===== config.mk =====
export PLATFORM = sky130hd
export DESIGN_NAME = scbio_ctrl
export DESIGN_NICKNAME = d
export VERILOG_FILES = /design/src/rtl/scbio_pkg.sv /design/src/rtl/scbio_ctrl.sv
export SDC_FILE = /design/constraint.sdc
export NUM_CORES = 1
export LEC_CHECK = 0
export ABC_AREA = 1
export BUFFER_PORTS_ARGS = -buffer_cell sky130_fd_sc_hd__buf_2
export CAP_MARGIN = 20
export CORE_MARGIN = 2
export CORE_UTILIZATION = 35
export DETAILED_ROUTE_END_ITERATION = 10
export GPL_TIMING_DRIVEN = 0
export SYNTH_ARGS = -nofsm -noshare
export SYNTH_HDL_FRONTEND = slang
export SYNTH_SLANG_ARGS = --single-unit

===== constraint.sdc =====
create_clock -name clk -period 2.7 [get_ports clk]
set_clock_uncertainty 0.15 [all_clocks]
set_input_delay 0.27 -clock clk [delete_from_list [all_inputs] [get_ports clk]]
set_output_delay 0.27 -clock clk [all_outputs]
set_load 0.005 [all_outputs]

===== src/rtl/scbio_pkg.sv =====
package scbio_pkg;

    localparam int RAM_WORDS      = 65536;
    localparam int BOOT_ROM_WORDS = 64;
    localparam int RAM_AW         = $clog2(RAM_WORDS);
    localparam int ROM_AW         = $clog2(BOOT_ROM_WORDS);

    typedef logic [RAM_AW-1:0] ram_addr_t;

    // One bus access as presented on the request side
    typedef struct packed {
        logic        operation;
        logic [15:0] address;
        logic [7:0]  write_data;
        logic        page_flag;
        logic [7:0]  dsp_read_data;
        logic [7:0]  cpu_port_read_data;
        logic [2:0]  timer_ticks;
    } req_word_t;

    typedef struct packed {
        logic [7:0] read_data;
        logic       dsp_write_valid;
        logic [6:0] dsp_reg_index;
        logic [1:0] port_clear_mask;
        logic [2:0] timer_enable_mask;
        logic [2:0] timer_restart_mask;
        logic [4:0] prescale_step;
        logic [1:0] timer_mode_bits;
        logic       cpu_sync_needed;
    } rsp_word_t;

    // Controller to datapath
    typedef struct packed {
        logic      capture;
        logic      execute;
        logic      clear_we;
        ram_addr_t clear_addr;
    } dp_cmd_t;

    // Datapath to controller
    typedef struct packed {
        logic out_free;
    } dp_status_t;

    localparam logic BUS_READ  = 1'b0;
    localparam logic BUS_WRITE = 1'b1;

    localparam logic [7:0] RAM_OFF_DATA = 8'h5A;

    localparam logic [7:0] BOOT_IMAGE [BOOT_ROM_WORDS] = '{
        8'hCD, 8'hEF, 8'hBD, 8'hE8, 8'h00, 8'hC6, 8'h1D, 8'hD0,
        8'hFC, 8'h8F, 8'hAA, 8'hF4, 8'h8F, 8'hBB, 8'hF5, 8'h78,
        8'hCC, 8'hF4, 8'hD0, 8'hFB, 8'h2F, 8'h19, 8'hEB, 8'hF4,
        8'hD0, 8'hFC, 8'h7E, 8'hF4, 8'hD0, 8'h0B, 8'hE4, 8'hF5,
        8'hCB, 8'hF4, 8'hD7, 8'h00, 8'hFC, 8'hD0, 8'hF3, 8'hAB,
        8'h01, 8'h10, 8'hEF, 8'h7E, 8'hF4, 8'h10, 8'hEB, 8'hBA,
        8'hF6, 8'hDA, 8'h00, 8'hBA, 8'hF4, 8'hC4, 8'hF4, 8'hDD,
        8'h5D, 8'hD0, 8'hDB, 8'h1F, 8'h00, 8'h00, 8'hC0, 8'hFF
    };

endpackage


===== src/rtl/scbio_ctrl.sv =====
module scbio_ctrl
    import scbio_pkg::*;
(
    input  logic       clk,
    input  logic       rst_n,
    input  logic       req_valid,
    output logic       req_ready,
    input  dp_status_t status,
    output dp_cmd_t    cmd
);

    localparam logic [1:0] ST_CLEAR = 2'd0;
    localparam logic [1:0] ST_IDLE  = 2'd1;
    localparam logic [1:0] ST_EXEC  = 2'd2;

    logic [1:0] state_reg, state_next;
    ram_addr_t  clear_addr_reg, clear_addr_next;

    always_comb
    begin
        state_next      = state_reg;
        clear_addr_next = clear_addr_reg;
        req_ready       = 1'b0;
        cmd             = '0;
        cmd.clear_addr  = clear_addr_reg;
        unique case (state_reg)
            ST_CLEAR:
            begin
                cmd.clear_we    = 1'b1;
                clear_addr_next = clear_addr_reg + 1'b1;
                if (&clear_addr_reg)
                begin
                    state_next = ST_IDLE;
                end
            end
            ST_IDLE:
            begin
                req_ready   = 1'b1;
                cmd.capture = req_valid;
                if (req_valid)
                begin
                    state_next = ST_EXEC;
                end
            end
            ST_EXEC:
            begin
                // hold until the result register can take the new word
                if (status.out_free)
                begin
                    cmd.execute = 1'b1;
                    state_next  = ST_IDLE;
                end
            end
            default:
            begin
                state_next = ST_IDLE;
            end
        endcase
    end

    always_ff @(posedge clk or negedge rst_n)
    begin
        if (!rst_n)
        begin
            state_reg      <= ST_CLEAR;
            clear_addr_reg <= '0;
        end
        else
        begin
            state_reg      <= state_next;
            clear_addr_reg <= clear_addr_next;
        end
    end

endmodule


==> results.md, run 1 <==
* Sequential share of power at 0.444
* Total vias in the final route at 956
* Starting density of the core at 0.373
* Crit-path max FO at 10
* Max-cap violations at 0
* Worst-path cell chain: nor2_4 > buf_2 > buf_2
* IO Pins at 24
* Combinational power share at 0.372
* Worst slew margin at 0.729
* WP data required at around 2.3 ns
* Met1 Usage GRT at 0.193
* CP Launch Point: state_reg[1]$_DFFE_PN0P_
* R2R depth at 8
* Synth Area in XOR/XNOR at 0.0676
* TritonCTS Buffers at 3
* Reg2reg end: clear_addr_reg[10]$_DFFE_PN0N_
* Part of the cycle the worst path needs at 0.643
* # rows at 19
* Tot GR Track Use at 0.143
* Compound-gate portion of the synthesized area at 0.0290
* Die Y at 58.4 µm
* Routability congestion estimate at 0.751
* WHS Path Cells at 3
* Clock buffer depth at 2
* Share of the synthesized area in the top cell type at 0.434
* Worst setup path end: cmd[16]
* Post-synthesis mux area share at 0
* #FFs+latches synth at 18
* Final-layout fill cell count at between 300 and 400
* Synth Area in Simple Gates at 0.394
* Clock-pin transition on the worst setup and hold timing paths at 0.10 ns
* Root buffer cell: clkbuf_4
* Fin. max-slew vios at 0
* Syn nets at 146
* Top delay family on crit path: flip-flops
* Setup WS pre-CTS at about 1.1 ns
* Avg Vias per Cell at 4.78
* P&R area growth vs syn at 19.3%
* Clock period minus worst slack at ~1.7 ns
* Iter 0 DRT Violations at 16
* Met2 GRT Util at 0.226
* Final setup TNS at 0 ns
* Drt total wl at 2160 µm
* Max reg flops at 16
* Yosys warning count at 0
* Mapped Area at 1040 µm²
* # setup viols final at 0
* Die span in x at around 58 µm
* Crit path kind: register to primary output
* Internal power at 556 µW
* Net load switching power at between 300 and 400 µW
* Worst R2R Setup Slack at approximately 1.1 ns
* Die Area at 3420 µm²
* DP HPWL at 1650 µm
* Mean Syn Cell Area at 7.36 µm²
* Share of cells above drive strength 1 at 0.219
* Yosys top cell by area: dfrtp_1
* Largest family of logic cells by synthesized area: simple AND/OR/NAND/NOR gates
* Pwr dens at 750 nW/µm²
* Core ar. at 2780 µm²
* Worst slew pin tran at 0.406 ns
* Clock network power share at 0.184
* DRT antenna net count at 0
* Reg2reg start: clear_addr_reg[0]$_DFFE_PN0N_
* # H-tree levels at 1
* CP max-delay cell: dfrtp_1
* Grt met3 use at 0.0198
* Hold crit path type: input port to register
* Worst VDD drop at 580 µV
* Leakage at 0.640 nW
* Critical path endpoint category: primary output
* Fmax at 576 MHz
* CP most frequent cell: buf_2
* Final net count at 175
* Final hold viol count at 0
* Area contributors post-synth: dfrtp_1, nand2_1, nor2_1
* Net Sw Frac at 0.401
* Drt wl/cell at 10.8 µm
* Critical path depth in cells at 3
* Status: complete, no violations
* Pre-Repair DR Iteration Count at 4
* First-pass GRT wire length at 3760 µm
* Unrepaired setup endpoints after global routing: no
* Type of origin of the critical path: register
* Cells after synthesis at 141
* CP max stage delay at 0.44 ns
* Final setup margin at 0.964 ns
* Vias in the first global route at 885
* Initial antenna violation count at 0
* Port Buffers at 23
* CTS tree: built
* Register area share after synthesis at 0.434
* Total grt overflow at 0
* Largest net degree at the start of global routing at 19
* Most used routing layer: met2
* CP bufs+invs at 2
* Crit path DAT at 1.32 ns
* Synth cell types at 19
* Worst-Skew Late Latency at 0.30 ns
* Clock sinks at 18
* Post-synthesis adder-cell area fraction at 0.0121
* DRC Markers at 0
* Ant. Diodes at 0
stage by stage:
step                      std cells  power, mW  cell area (µm²)   util  hold slack, ns
after floorplan                 141      0.639             1040      -          -0.176
after global placement          195      0.760             1190  0.428          0.0731
after detailed placement        195      0.768             1190  0.428          0.0761
after CTS                       200      0.946             1240  0.445           0.101
after global routing            200       1.00             1240  0.445           0.119
final                           200      0.928             1240  0.445           0.112
routing by layer:
metal  wire length (µm)  share of wire
met2                971           0.45
met5                  0              0
met4                 42          0.019
met1               1050           0.49
met3                 93          0.043
layout by cell type, fill, tap and decap left out, drive strengths merged:
master and n:
nor3 1, nand3 4, o21ai 6, nand3b 2, xor2 4, ha 1, inv 16, xnor2 4
buf 24, nor2 23, nand4 5, nand2 56, clkbuf 4, dfrtp 18, dlygate4sd3 1
cell type report:
class | instances | area, µm² | area share
multi-input cells | 106 | 522 | 0.422
flip-flops and latches | 18 | 450 | 0.364
repair buffers | 24 | 125 | 0.101
inverters | 16 | 60.1 | 0.0485
well taps | 31 | 38.8 | 0.0313
clock buffers | 4 | 36.3 | 0.0293
plain buffers | 1 | 5.00 | 0.00404
synthesized netlist by cell type:
cell type / n
nand3b_1: 2
nand2_2: 1
nand2_1: 55
xnor2_1: 4
nor3_2: 1
xor2_1: 4
o21ai_0: 1
nor2_4: 2
nor2_2: 3
inv_1: 16
nand4_2: 1
nor2_1: 18
ha_1: 1
dfrtp_1: 18
buf_2: 1
nand3_2: 1
o21ai_1: 5
nand4_1: 4
nand3_1: 3
power groups by stage:
stage | Combinational [mW] | Clock [mW] | Sequential [mW]
after floorplan | 0.226 | 0 | 0.412
after global placement | 0.343 | 0 | 0.418
after detailed placement | 0.348 | 0 | 0.420
after CTS | 0.354 | 0.178 | 0.414
after global routing | 0.394 | 0.185 | 0.425
final | 0.345 | 0.171 | 0.412
worst min path at each step:
stage          startpoint                            end  slack [ns]
3_3_place_gp        rst_n  clear_addr_reg[7]$_DFFE_PN0N_        0.07
4_1_cts         req_valid       state_reg[1]$_DFFE_PN0P_        0.10
6_report        req_valid       state_reg[1]$_DFFE_PN0P_        0.11
5_1_grt         req_valid       state_reg[0]$_DFFE_PN0P_        0.12
3_5_place_dp        rst_n  clear_addr_reg[7]$_DFFE_PN0N_        0.08
2_1_floorplan       rst_n  clear_addr_reg[0]$_DFFE_PN0N_       -0.18
kinds of logic after synthesis:
group	count (synthesis)
buf+inv	17
fa+ha+maj	1
simple gates	91
compound gates	6
xor+xnor	8
flops	18
tightest hold or removal path, cell delays in order:
cell     delay [ns]
buf_2          0.09
inv_1          0.08
o21ai_0        0.08
repair_timing:
item / CTS / global route
setup endpoints to repair: 0 / 0
buffers inserted: 0 / 0
resized for setup: 0 / 0
hold endpoints to repair: 18 / 0
hold buffers: 1 / 0
Note: power is estimated with default switching activity, not from simulation.
==> run 2, diff against run 1 <==
==> constraint.sdc (replaced) <==
create_clock -name clk -period 1.56 [get_ports clk]
set_clock_uncertainty 0.15 [all_clocks]
set_input_delay 0.156 -clock clk [delete_from_list [all_inputs] [get_ports clk]]
set_output_delay 0.156 -clock clk [all_outputs]
set_load 0.005 [all_outputs]
==> run 2 against run 1 <==
  * Largest power group unchanged
  * Sequential share of layout area down 1.8 points
  * Critical endpoint unchanged
  * Wire length up 2.5%
  * Die area unchanged
  * Critical path type unchanged
  * Highest routed layer unchanged
  * Via count up 2.6%
==> results.md, run 2 (synthesis gave the netlist of run 1 again) <==
* Die span in x at 58.4 µm (unchanged)
* Total grt overflow at 0 (unchanged)
* Port Buffers at 23 (unchanged)
* Initial antenna violation count at 0 (unchanged)
* Net load switching power at 708 µW (+90%)
* CTS tree: built
* Setup WS pre-CTS at -0.0692 ns (-1.14 ns)
* Clock sinks at 18 (unchanged)
* WP data required at 1.25 ns (-1.03 ns)
* Clock-pin transition on the worst setup and hold timing paths at 0.10 ns (about the same)
* Type of origin of the critical path: register
* Tot GR Track Use at 0.146 (+0.00231)
* # H-tree levels at 1 (unchanged)
* Worst slew margin at 0.729 (about the same)
* Sequential share of power at 0.416 (-0.028)
* Combinational power share at 0.416 (+0.044)
* Vias in the first global route at 903 (+2.0%)
* Clock buffer depth at 2 (unchanged)
* DRT antenna net count at 0 (unchanged)
* Drt wl/cell at 10.9 µm (+1.0%)
* Total vias in the final route at 981 (+2.6%)
* Status: complete, no violations
* TritonCTS Buffers at 3 (unchanged)
* Final Cell Area at 1310 µm² (+5.7%)
* Final hold viol count at 0 (unchanged)
* Crit-path max FO at 10 (unchanged)
* Final setup margin at 0.0486 ns (-0.915 ns)
* Avg Vias per Cell at 4.83 (+1.1%)
* First-pass GRT wire length at 3810 µm (+1.3%)
* Worst-Skew Late Latency at 0.31 ns (about the same)
* Fin. max-slew vios at 0 (unchanged)
* Leakage at 0.658 nW (+2.8%)
* Starting density of the core at 0.373 (unchanged)
* Commonest cells after routing, fill and taps aside: nand2_1, buf_2, nor2_1, dfrtp_1, inv_1
* Drt total wl at 2210 µm (+2.5%)
* DRC Markers at 0 (unchanged)
* Max reg flops at 16 (unchanged)
* Final-layout fill cell count at 295 (-2.3%)
* Worst slew pin tran at 0.407 ns (+0.000606 ns)
* Crit path kind: register to primary output
* Cell Area, Placed at 1190 µm² (unchanged)
* Most common cell after layout, fill and taps aside: nand2_1
* Core ar. at 2780 µm² (unchanged)
* Final setup TNS at 0 ns (unchanged)
* Multi-input logic area at 558 µm² (+7.0%)
* Net Sw Frac at 0.402 (+0.00119)
* Placed insts at 195 (unchanged)
* Pwr dens at 1350 nW/µm² (+80%)
* Iter 0 DRT Violations at 18 (+2)
* Max-cap violations at 0 (unchanged)
* Routability congestion estimate at 0.751 (unchanged)
* Share of cells above drive strength 1 at 0.267 (+0.0485)
* Clock period minus worst slack at approximately 1.5 ns
* IO Pins at 24 (unchanged)
* Tot Pwr at 1.76 mW (+90%)
* Die Area at 3420 µm² (unchanged)
* Root buffer cell: clkbuf_4
* Register Area at 453 µm² (+0.56%)
* # rows at 19 (unchanged)
* Pre-Repair DR Iteration Count at 4 (unchanged)
* Hold crit path type: input port to register
* Clock network power share at 0.169 (-0.015)
* DP HPWL at 1650 µm (unchanged)
* Worst VDD drop at 1070 µV (+84%)
* Unrepaired setup endpoints after global routing: yes
* # setup viols final at 0 (unchanged)
* Crit path DAT at 1.21 ns (-0.11 ns)
* Internal power at 1.05 mW (+90%)
* P&R area growth vs syn at 26.1%
* Ant. Diodes at 0 (unchanged)
* Largest net degree at the start of global routing at 19 (unchanged)
* Critical path endpoint category: primary output
* Part of the cycle the worst path needs at 0.969
* Final net count at 178 (+1.7%)
* Die Y at 58.4 µm (unchanged)
* Fmax at 662 MHz
* Non-Filler Instances at 203 (+1.5%)
run 2: cell types whose count changed in the layout (fill, tap and decap cells not counted), sizes merged:
cell	previous run	this run
buf	24	26
dlygate4sd3	1	2
run 2: final cells by class:
class,count,share of cell area
inverter,16,0.0459
sequential,18,0.346
tap,31,0.0297
multi-input combinational,106,0.427
buffer,1,0.00861
clock buffer,4,0.0278
timing repair buffer,27,0.115
run 2: final timing paths:
kind / start / endpoint / slack, ns / depth (start not counted)
worst max register to register: clear_addr_reg[1]$_DFFE_PN0N_ / clear_addr_reg[10]$_DFFE_PN0N_ / 0.10 / 8
worst min register to register: clear_addr_reg[6]$_DFFE_PN0N_ / clear_addr_reg[6]$_DFFE_PN0N_ / 0.39 / 1
worst max-delay path: state_reg[1]$_DFFE_PN0P_ / cmd[16] / 0.05 / 3
min in group asynchronous: rst_n / clear_addr_reg[9]$_DFFE_PN0N_ / 0.14 / 2
max in group asynchronous: rst_n / state_reg[1]$_DFFE_PN0P_ / 0.80 / 2
worst min-delay path: status / state_reg[1]$_DFFE_PN0P_ / 0.02 / 4
run 2: power groups by stage:
stage	clock network (mW)	logic (mW)	registers, mW
global placement	0	0.593	0.723
CTS	0.308	0.664	0.702
floorplan	0	0.391	0.714
detailed placement	0	0.603	0.726
global route	0.320	0.830	0.751
finish	0.297	0.732	0.732
run 2: per-layer routing:
metal | wire (µm) | GRT usage | up-vias
li1 | - | - | 501
met1 | 1040 | 0.193 | 454
met2 | 1030 | 0.234 | 21
met3 | 96 | 0.0198 | 5
met4 | 42 | 0.0698 | 0
met5 | 0 | 0 | -
run 2: repair_timing:
item / 4_1_cts / 5_1_grt
hold buffers: 2 / 0
gates resized for setup: 3 / 10
pin swaps: 1 / 3
endpoints found under the hold margin: 20 / 0
setup buffers: 1 / 1
endpoints found under the setup margin: 4 / 5
run 2: stage by stage:
stage	hold WS, ns	utilization
2_1_floorplan	-0.290	-
3_3_place_gp	-0.0409	0.428
3_5_place_dp	-0.0379	0.428
4_1_cts	0.0190	0.454
5_1_grt	0.0434	0.470
6_report	0.0152	0.470
run 2: worst max-delay path, cell delays in order (launching register included):
cell and delay, ns:
dfrtp_2 0.46, nor2_4 0.17, buf_6 0.16, buf_2 0.12
